**src/rtl/fjop_pkg.sv**
```systemverilog
// Shared types, character constants and helpers for the flat JSON object parser.
package fjop_pkg;

    localparam logic [7:0] C_LBRACE = 8'h7B;
    localparam logic [7:0] C_RBRACE = 8'h7D;
    localparam logic [7:0] C_COLON  = 8'h3A;
    localparam logic [7:0] C_COMMA  = 8'h2C;
    localparam logic [7:0] C_QUOTE  = 8'h22;
    localparam logic [7:0] C_BSLASH = 8'h5C;
    localparam logic [7:0] C_SLASH  = 8'h2F;
    localparam logic [7:0] C_BS     = 8'h08;
    localparam logic [7:0] C_FF     = 8'h0C;
    localparam logic [7:0] C_LF     = 8'h0A;
    localparam logic [7:0] C_CR     = 8'h0D;
    localparam logic [7:0] C_TAB    = 8'h09;
    localparam logic [7:0] C_VT     = 8'h0B;
    localparam logic [7:0] C_SPACE  = 8'h20;
    localparam logic [7:0] C_LOW_B  = 8'h62;
    localparam logic [7:0] C_LOW_F  = 8'h66;
    localparam logic [7:0] C_LOW_N  = 8'h6E;
    localparam logic [7:0] C_LOW_R  = 8'h72;
    localparam logic [7:0] C_LOW_T  = 8'h74;

    localparam int KIND_W = 3;

    typedef enum logic [KIND_W-1:0] {
        EK_NONE   = 3'd0,
        EK_KEY    = 3'd1,
        EK_VALUE  = 3'd2,
        EK_KCLOSE = 3'd3,
        EK_PCLOSE = 3'd4
    } t_kind;

    typedef enum logic [10:0] {
        PH_OPEN       = 11'b000_0000_0001,
        PH_AFTER_OPEN = 11'b000_0000_0010,
        PH_KEY        = 11'b000_0000_0100,
        PH_KEY_ESC    = 11'b000_0000_1000,
        PH_COLON      = 11'b000_0001_0000,
        PH_VAL_START  = 11'b000_0010_0000,
        PH_VAL        = 11'b000_0100_0000,
        PH_VAL_ESC    = 11'b000_1000_0000,
        PH_AFTER_VAL  = 11'b001_0000_0000,
        PH_NEXT_KEY   = 11'b010_0000_0000,
        PH_DONE       = 11'b100_0000_0000
    } t_phase;

    typedef struct packed {
        logic       ok;
        logic [7:0] dec;
    } t_esc;

    typedef struct packed {
        t_phase     phase;
        logic       err;
        t_kind      kind;
        logic [7:0] ob;
        logic       failed;
        logic       object_ok;
    } t_step;

    function automatic logic is_ws(input logic [7:0] c);
        return (c == C_SPACE) || ((c >= C_TAB) && (c <= C_CR));
    endfunction

    function automatic t_esc decode_escape(input logic [7:0] c);
        t_esc e;
        e.ok  = 1'b1;
        e.dec = 8'h00;
        unique case (c)
            C_QUOTE, C_BSLASH, C_SLASH: e.dec = c;
            C_LOW_B: e.dec = C_BS;
            C_LOW_F: e.dec = C_FF;
            C_LOW_N: e.dec = C_LF;
            C_LOW_R: e.dec = C_CR;
            C_LOW_T: e.dec = C_TAB;
            default: e.ok  = 1'b0;
        endcase
        return e;
    endfunction

endpackage

```
**src/rtl/fjop_step.sv**
```systemverilog
// Next-state and result logic for one byte of the parser.
module fjop_step (
    input  fjop_pkg::t_phase i_phase,
    input  logic             i_err,
    input  logic [7:0]       i_byte,
    input  logic             i_last,
    output fjop_pkg::t_step  o_res
);

    fjop_pkg::t_phase ph;
    fjop_pkg::t_kind  kind;
    fjop_pkg::t_esc   esc;
    logic [7:0]       ob;
    logic             bad;
    logic             err;
    logic             ws;
    logic             ok;

    always_comb begin
        ph   = i_phase;
        kind = fjop_pkg::EK_NONE;
        ob   = 8'h00;
        bad  = 1'b0;
        ws   = fjop_pkg::is_ws(i_byte);
        esc  = fjop_pkg::decode_escape(i_byte);
        if (!i_err) begin
            unique case (i_phase)
                fjop_pkg::PH_OPEN: begin
                    if (i_byte == fjop_pkg::C_LBRACE) ph = fjop_pkg::PH_AFTER_OPEN;
                    else if (!ws) bad = 1'b1;
                end
                fjop_pkg::PH_AFTER_OPEN: begin
                    if (i_byte == fjop_pkg::C_RBRACE) ph = fjop_pkg::PH_DONE;
                    else if (i_byte == fjop_pkg::C_QUOTE) ph = fjop_pkg::PH_KEY;
                    else if (!ws) bad = 1'b1;
                end
                fjop_pkg::PH_NEXT_KEY: begin
                    if (i_byte == fjop_pkg::C_QUOTE) ph = fjop_pkg::PH_KEY;
                    else if (!ws) bad = 1'b1;
                end
                fjop_pkg::PH_KEY: begin
                    if (i_byte == fjop_pkg::C_QUOTE) begin
                        kind = fjop_pkg::EK_KCLOSE;
                        ph   = fjop_pkg::PH_COLON;
                    end else if (i_byte == fjop_pkg::C_BSLASH) begin
                        ph = fjop_pkg::PH_KEY_ESC;
                    end else begin
                        kind = fjop_pkg::EK_KEY;
                        ob   = i_byte;
                    end
                end
                fjop_pkg::PH_VAL: begin
                    if (i_byte == fjop_pkg::C_QUOTE) begin
                        kind = fjop_pkg::EK_PCLOSE;
                        ph   = fjop_pkg::PH_AFTER_VAL;
                    end else if (i_byte == fjop_pkg::C_BSLASH) begin
                        ph = fjop_pkg::PH_VAL_ESC;
                    end else begin
                        kind = fjop_pkg::EK_VALUE;
                        ob   = i_byte;
                    end
                end
                fjop_pkg::PH_KEY_ESC: begin
                    if (esc.ok) begin
                        kind = fjop_pkg::EK_KEY;
                        ob   = esc.dec;
                        ph   = fjop_pkg::PH_KEY;
                    end else begin
                        bad = 1'b1;
                    end
                end
                fjop_pkg::PH_VAL_ESC: begin
                    if (esc.ok) begin
                        kind = fjop_pkg::EK_VALUE;
                        ob   = esc.dec;
                        ph   = fjop_pkg::PH_VAL;
                    end else begin
                        bad = 1'b1;
                    end
                end
                fjop_pkg::PH_COLON: begin
                    if (i_byte == fjop_pkg::C_COLON) ph = fjop_pkg::PH_VAL_START;
                    else if (!ws) bad = 1'b1;
                end
                fjop_pkg::PH_VAL_START: begin
                    if (i_byte == fjop_pkg::C_QUOTE) ph = fjop_pkg::PH_VAL;
                    else if (!ws) bad = 1'b1;
                end
                fjop_pkg::PH_AFTER_VAL: begin
                    if (i_byte == fjop_pkg::C_RBRACE) ph = fjop_pkg::PH_DONE;
                    else if (i_byte == fjop_pkg::C_COMMA) ph = fjop_pkg::PH_NEXT_KEY;
                    else if (!ws) bad = 1'b1;
                end
                fjop_pkg::PH_DONE: begin
                    if (!ws) bad = 1'b1;
                end
                default: bad = 1'b1;
            endcase
            if (bad) begin
                kind = fjop_pkg::EK_NONE;
                ob   = 8'h00;
            end
        end
        err = i_err | bad;
        ok  = 1'b0;
        if (i_last) begin
            ok  = !err && (ph == fjop_pkg::PH_DONE);
            err = err | !ok;
        end

        o_res.kind      = kind;
        o_res.ob        = ob;
        o_res.failed    = err;
        o_res.object_ok = ok;
        // end of text: back to the start state
        o_res.phase     = i_last ? fjop_pkg::PH_OPEN : ph;
        o_res.err       = i_last ? 1'b0 : err;
    end

endmodule

```
**src/rtl/flat_json_object_parser.sv**
```systemverilog
// Top level: input register, parse state and result register of the JSON object parser.
// Throughput: one byte per cycle while m_axis_tready does not stall the result register;
// the parse state updates in the same cycle as the result register loads.
// Stalls: a full input stage is held while the result register waits on m_axis_tready.
// Reset: synchronous, active low; clears valid flags, phase to expect-open-brace, error flag.
module flat_json_object_parser (
    input  logic       i_clk,
    input  logic       i_rst_n,
    input  logic       s_axis_tvalid,
    output logic       s_axis_tready,
    input  logic [7:0] s_axis_tdata,   // [7:0] in_byte
    input  logic       s_axis_tlast,   // last_byte
    output logic       m_axis_tvalid,
    input  logic       m_axis_tready,
    output logic [15:0] m_axis_tdata,  // [7:0] out_byte, [8] failed, [9] object_ok, rest zero
    output logic [2:0] m_axis_tuser    // [2:0] emit_kind
);

    logic             r_in_valid;
    logic [7:0]       r_in_byte;
    logic             r_in_last;
    fjop_pkg::t_phase r_phase;
    logic             r_err;
    logic             r_out_valid;
    fjop_pkg::t_kind  r_kind;
    logic [7:0]       r_ob;
    logic             r_failed;
    logic             r_ok;

    fjop_pkg::t_step  n_step;
    logic             advance;

    fjop_step u_step (
        .i_phase (r_phase),
        .i_err   (r_err),
        .i_byte  (r_in_byte),
        .i_last  (r_in_last),
        .o_res   (n_step)
    );

    assign advance       = !r_out_valid || m_axis_tready;
    assign s_axis_tready = !r_in_valid || advance;

    always_ff @(posedge i_clk) begin
        if (!i_rst_n) begin
            r_in_valid  <= 1'b0;
            r_out_valid <= 1'b0;
            r_phase     <= fjop_pkg::PH_OPEN;
            r_err       <= 1'b0;
        end else begin
            if (s_axis_tready) begin
                r_in_valid <= s_axis_tvalid;
            end
            if (advance) begin
                r_out_valid <= r_in_valid;
                if (r_in_valid) begin
                    r_phase <= n_step.phase;
                    r_err   <= n_step.err;
                end
            end
        end
    end

    always_ff @(posedge i_clk) begin
        if (s_axis_tvalid && s_axis_tready) begin
            r_in_byte <= s_axis_tdata;
            r_in_last <= s_axis_tlast;
        end
        if (advance && r_in_valid) begin
            r_kind   <= n_step.kind;
            r_ob     <= n_step.ob;
            r_failed <= n_step.failed;
            r_ok     <= n_step.object_ok;
        end
    end

    assign m_axis_tvalid = r_out_valid;
    assign m_axis_tdata  = {6'b0, r_ok, r_failed, r_ob};
    assign m_axis_tuser  = r_kind;

endmodule

```
**config.mk**
```make
export PLATFORM = sky130hd
export DESIGN_NAME = flat_json_object_parser
export DESIGN_NICKNAME = d
export VERILOG_FILES = /design/src/rtl/fjop_pkg.sv /design/src/rtl/fjop_step.sv /design/src/rtl/flat_json_object_parser.sv
export SDC_FILE = /design/constraint.sdc
export NUM_CORES = 1
export LEC_CHECK = 0
export BUFFER_PORTS_ARGS = -buffer_cell sky130_fd_sc_hd__buf_2
export CORE_MARGIN = 3
export CORE_UTILIZATION = 30
export DETAILED_ROUTE_END_ITERATION = 8
export GPL_TIMING_DRIVEN = 0
export PLACE_DENSITY = 0.54
export SLEW_MARGIN = 20
export SYNTH_ARGS = -nofsm -noshare
export SYNTH_HDL_FRONTEND = slang
export SYNTH_SLANG_ARGS = --single-unit
```
**constraint.sdc**
```tcl
create_clock -name i_clk -period 5.2 [get_ports i_clk]
set_input_delay 0.52 -clock i_clk [delete_from_list [all_inputs] [get_ports i_clk]]
set_output_delay 0.52 -clock i_clk [all_outputs]
set_load 0.01 [all_outputs]
```
Yosys cells after proc, flatten, opt, wreduce, memory -nomap -nowiden
Cells that the tools add are included.
{"block": "totals", "mem_bits_ro": 0, "latch_bits": 0, "memories": 0, "wordCells": 99, "ramBits": 0, "register_bits": 36}
{"block": "classes", "n_eq_ne": 25, "mul": 0, "bitwise": 2, "reduce_logical": 18, "shifts": 0, "n_div": 0, "muxes": 42, "magnitude_cmp": 2, "add_sub_neg": 0}
{"operator": "$mux 11", "count": 15}
{"operator": "$pmux 11 s10", "count": 1}
{"operator": "$eq 8x7->1 const B", "count": 8}
{"operator": "$pmux 8 s6", "count": 1}
{"operator": "$eq 8x6->1 const B", "count": 5}
{"operator": "$mux 8", "count": 3}
{"operator": "$eq 11x11->1 const B", "count": 2}
{"operator": "$pmux 8 s2", "count": 1}
{"operator": "$mux 1", "count": 15}
{"operator": "$pmux 3 s4", "count": 1}
{"operator": "$eq 11x1->1 const B", "count": 1}
{"operator": "$eq 11x10->1 const B", "count": 1}
{"operator": "$eq 11x2->1 const B", "count": 1}
{"operator": "$eq 11x3->1 const B", "count": 1}
{"operator": "$eq 11x4->1 const B", "count": 1}
{"operator": "$eq 11x5->1 const B", "count": 1}
{"operator": "$eq 11x6->1 const B", "count": 1}
{"operator": "$eq 11x7->1 const B", "count": 1}
{"operator": "$eq 11x8->1 const B", "count": 1}
{"operator": "$eq 11x9->1 const B", "count": 1}
{"operator": "$ge 8x4->1 const B", "count": 1}
{"operator": "$le 8x4->1 const B", "count": 1}
{"operator": "$pmux 1 s8", "count": 1}
{"operator": "$reduce_or 2->1", "count": 4}
{"operator": "9 further kinds", "count": 20}

Longest topological paths before layout
{"block": "depth", "depth_word": 16, "ltp_mapped": 9, "ltp_nobuf": 6}

Hierarchy
From an unflattened synthesis, not the netlist that was laid out.
{"block": "unflattened", "cells_unflattened": 291, "area_unflattened_um2": 2628.8}
{"mod": "fjop_step", "seq_area_each_um2": 0.0, "cells_per_inst": 198, "area_per_inst_um2": 1321.3, "instances": 1}
{"mod": "flat_json_object_parser", "seq_area_each_um2": 940.9, "cells_per_inst": 93, "area_per_inst_um2": 1307.5, "instances": 1}

Worst setup path before layout
No wires, ideal clock.
{"block": "synth_path", "kind": "register to register", "start": "register r_phase[0]", "end": "register r_failed (data pin)", "t_arrival_ps": 2059, "setup_time_ps": 259, "n_path_buf": 1, "slack_ps": 2882, "stages_incl_launch_ff": 8, "period_less_slack_ps": 2318, "cell_sequence": "dfxtp_1 > buf_6 > or4_4 > nor4_4 > or4_4 > nor2_1 > a211o_1 > a211o_1"}
{"item": "from (decl)", "line_no": "flat_json_object_parser.sv:22", "text": "fjop_pkg::t_phase r_phase;"}
{"item": "from (signal assigned)", "line_no": "flat_json_object_parser.sv:48", "text": "r_phase <= fjop_pkg::PH_OPEN;"}
{"item": "from (signal assigned)", "line_no": "flat_json_object_parser.sv:57", "text": "r_phase <= n_step.phase;"}
{"item": "to (signal assigned)", "line_no": "flat_json_object_parser.sv:72", "text": "r_failed <= n_step.failed;"}
{"item": "to (decl)", "line_no": "flat_json_object_parser.sv:27", "text": "logic r_failed;"}

Final worst setup path
{"block": "layout_path", "start": "register r_in_byte[7]", "end": "register r_phase[8]"}
{"block": "layout_via", "elab_chain_cells": 7, "word_cells_on_any_way": 30, "classes_between": "eq/ne (12); mux (17); reduce/logical (1)"}
{"item": "from (decl)", "line_no": "flat_json_object_parser.sv:20", "text": "logic [7:0] r_in_byte;"}
{"item": "from (signal assigned)", "line_no": "flat_json_object_parser.sv:66", "text": "r_in_byte <= s_axis_tdata;"}
{"item": "$eq 8x6->1, or another cell as far along", "line_no": "fjop_pkg.sv:70", "text": "unique case (c)"}
{"item": "$reduce_or 8->1 (no source line)"}
{"item": "$mux 1", "line_no": "fjop_pkg.sv:70"}
{"item": "$mux 11 (on tied branches)", "line_no": "fjop_step.sv:73, fjop_step.sv:64"}
{"item": "$pmux 11 s10 *", "line_no": "fjop_step.sv:27", "text": "unique case (i_phase)"}
{"item": "$mux 11 *", "line_no": "fjop_step.sv:26", "text": "if (!i_err) begin"}
{"item": "$mux 11 *", "line_no": "fjop_step.sv:116", "text": "o_res.phase = i_last ? fjop_pkg::PH_OPEN : ph;"}
Mark *: on every way between the ends. The rest lies on a longest branch, timed or not.
A chain may end at the register's enable or synchronous reset.

==> metrics <==
total CTS buffers 5; fraction of layout cells with a size suffix above 1 23.2%; Syn-to-layout area delta 14.9%; CP max stage cell nor4_1; number of fill cells 847; Yosys reg bits 36; die height 96.8 µm; # setup viols final 0; vias in the first global route 2044; CP max stage delay 560 ps; final wirelength 6520 µm; Mapped Area 0.00247 mm²; fin crit share 56.4%; fin cells 416; CTS root buf clkbuf_8; GPL Wtd Cong 0.924; crit path DAT 3100 ps; Die ar. 0.00937 mm²; crit end category flop; Endpoint, Worst Hold r_in_byte[6]; Port-buffer cells 27; CP max FO 10; Vias/cell 5.36; pin count of the biggest net entering global routing 15; clk slew on worst S/H paths 70 ps; initial core utilization 31.5%; Antenna diodes 0; Synth area leaders edfxtp_1 27%, dfxtp_1 11%, nor3_2 4.0%, nor2_1 3.9%, nand2_1 3.5%; row cnt 32; power per cell area 203 mW/mm²; Layout Utilization 36.2%; Post-CTS Hold Fix Bufs 0; crit path cell chain nor4b_2, and3_1, clkbuf_1, o21ai_0, nor4_1, o21ai_0; placed cell count 408; gr usage total 14.1%; Main synth FF type edfxtp_1; total grt overflow 0; Yosys top cell area share 26.7%; design area 0.00284 mm²; most used cell, CP o21ai_0; RSZ-0062 raised after global routing no; Antenna Nets Post-Route 0; CP delay by family, top simple AND/OR/NAND/NOR gates; outcome complete, no violations; total core area 0.00785 mm²; hold path start s_axis_tdata[6]; CP Data Required Time 5370 ps; Initial DRC Count 292; most frequent cells in the layout 32 x buf_2, 26 x nor2_1, 23 x nand2_1; sequential area share after synthesis 38.0%; Post-synth EDFFs 22; Slew Viols, Final 0; min cycle time layout 2940 ps; Syn Area/Cell 9.03 µm²; yosys synthesis warning count 0; Post-CTS Setup Inserts 0; Die Width 96.8 µm; launch point of the worst reg-to-reg path r_in_byte[7]; R2R depth 6; Worst Hold Class primary input to flop; Detail Placement HPWL 5040 µm; hold violation count in the final report 0; Fmax 0.341 GHz; P_leak 1.07 nW; Worst-Margin Slew 857 ps; Sink Count 36; clock latency on the worst-skew pair 300 ps; CP startpoint kind flop; Async SR Flop Fraction 0%; Storage cell area 941 µm²; Fin Setup TNS 0 ps; worst path bufs/invs 1; H-tree Lvls 2; post-cts resize count 0; initial antenna violation count 0; area leader, netlist edfxtp_1; Final nets 326; worst setup path class flop to flop; via count 2231; Yosys cell types 54; CTS tree built; DRC Markers 0; Hold Path Stages 1; reg-to-reg slack, setup 2260 ps; DRT Pass-1 Iters 5; DR WL/cell 15.7 µm; worst vdd ir 0.0792 mV; IO Pins 34; Multi-input gate area 0.00139 mm²; first-pass GRT wire length 10700 µm; Clock Path Buffers 2; commonest non-fill, non-tap cell in the layout buf_2; Max-cap violations 0; Fin Hold WS 393 ps; Cells after Synth 274; Post-DP Area 0.00276 mm²; clock skew 4.65 ps; relative slew slack 42.5%; worst flop-to-flop path endpoint r_phase[8]
[sequential cells by signal, indices dropped and copies added (netlist names)]
name           flops
r_phase           11
r_in_last          1
r_ob               8
r_in_byte          8
m_axis_tvalid      1
r_err              1
r_failed           1
r_in_valid         1
m_axis_tuser       3
r_ok               1
[worst max path at each step]
stage / startpoint / to / slack, ps / cells after the start
after floorplan: r_phase[0] / r_failed / 2880 / 7
after global placement: r_in_byte[7] / r_phase[8] / 2280 / 6
after detailed placement: r_in_byte[7] / r_phase[8] / 2360 / 6
after CTS: r_in_byte[7] / r_phase[8] / 2340 / 6
after global routing: r_in_byte[7] / r_phase[8] / 2040 / 6
final: r_in_byte[7] / r_phase[8] / 2260 / 6
[routing by layer]
layer | share of wire (%) | global-route usage (%) | vias up
met5 | 0 | 0 | -
met4 | 3.2 | 6.05 | 0
met3 | 5.9 | 2.96 | 19
met2 | 42 | 20.3 | 94
met1 | 49 | 20.2 | 1003
li1 | - | - | 1115
[per-stage QoR]
stage / total power [mW] / setup slack (ps)
2_1_floorplan: 0.361 / 2880
3_3_place_gp: 0.379 / 2280
3_5_place_dp: 0.379 / 2360
4_1_cts: 0.583 / 2340
5_1_grt: 0.602 / 2040
6_report: 0.576 / 2260
[synth_stat cells, drive strengths merged (8+ instances only)]
cell type / count
nand2: 23
nor2b: 10
nor4: 12
o21ai: 10
nor3: 17
clkbuf: 8
and3: 8
buf: 17
nor2: 26
a21oi: 13
edfxtp: 22
nand3: 9
dfxtp: 14
[power by group]
| group | switching, mW | total (mW) | internal [mW] | leakage [nW] |
|---|---|---|---|---|
| registers | 0.00617 | 0.316 | 0.310 | 0.333 |
| logic | 0.0353 | 0.0561 | 0.0208 | 0.688 |
| clock network | 0.110 | 0.203 | 0.0934 | 0.0479 |
[cell type report]
cell class / count / share of cell area [%]
Buffer: 25 / 5.37
Clock buffer: 5 / 2.42
Clock inverter: 3 / 0.660
Inverter: 3 / 0.396
Multi-Input combinational cell: 215 / 48.8
Sequential cell: 36 / 33.1
Tap cell: 102 / 4.49
Timing Repair Buffer: 27 / 4.75
[cells by family after synthesis]
| group | after synthesis | share of synthesized area [%] |
|---|---|---|
| AOI/OAI and AO/OA | 60 | 16.5 |
| xor gates and xnor gates | 4 | 1.42 |
| buffers and inverters | 28 | 6.63 |
| DFF | 36 | 38.0 |
| other | 1 | 0.152 |
| and+or+nand+nor | 145 | 37.3 |
No activity file was read; power rests on OpenSTA's default activity.
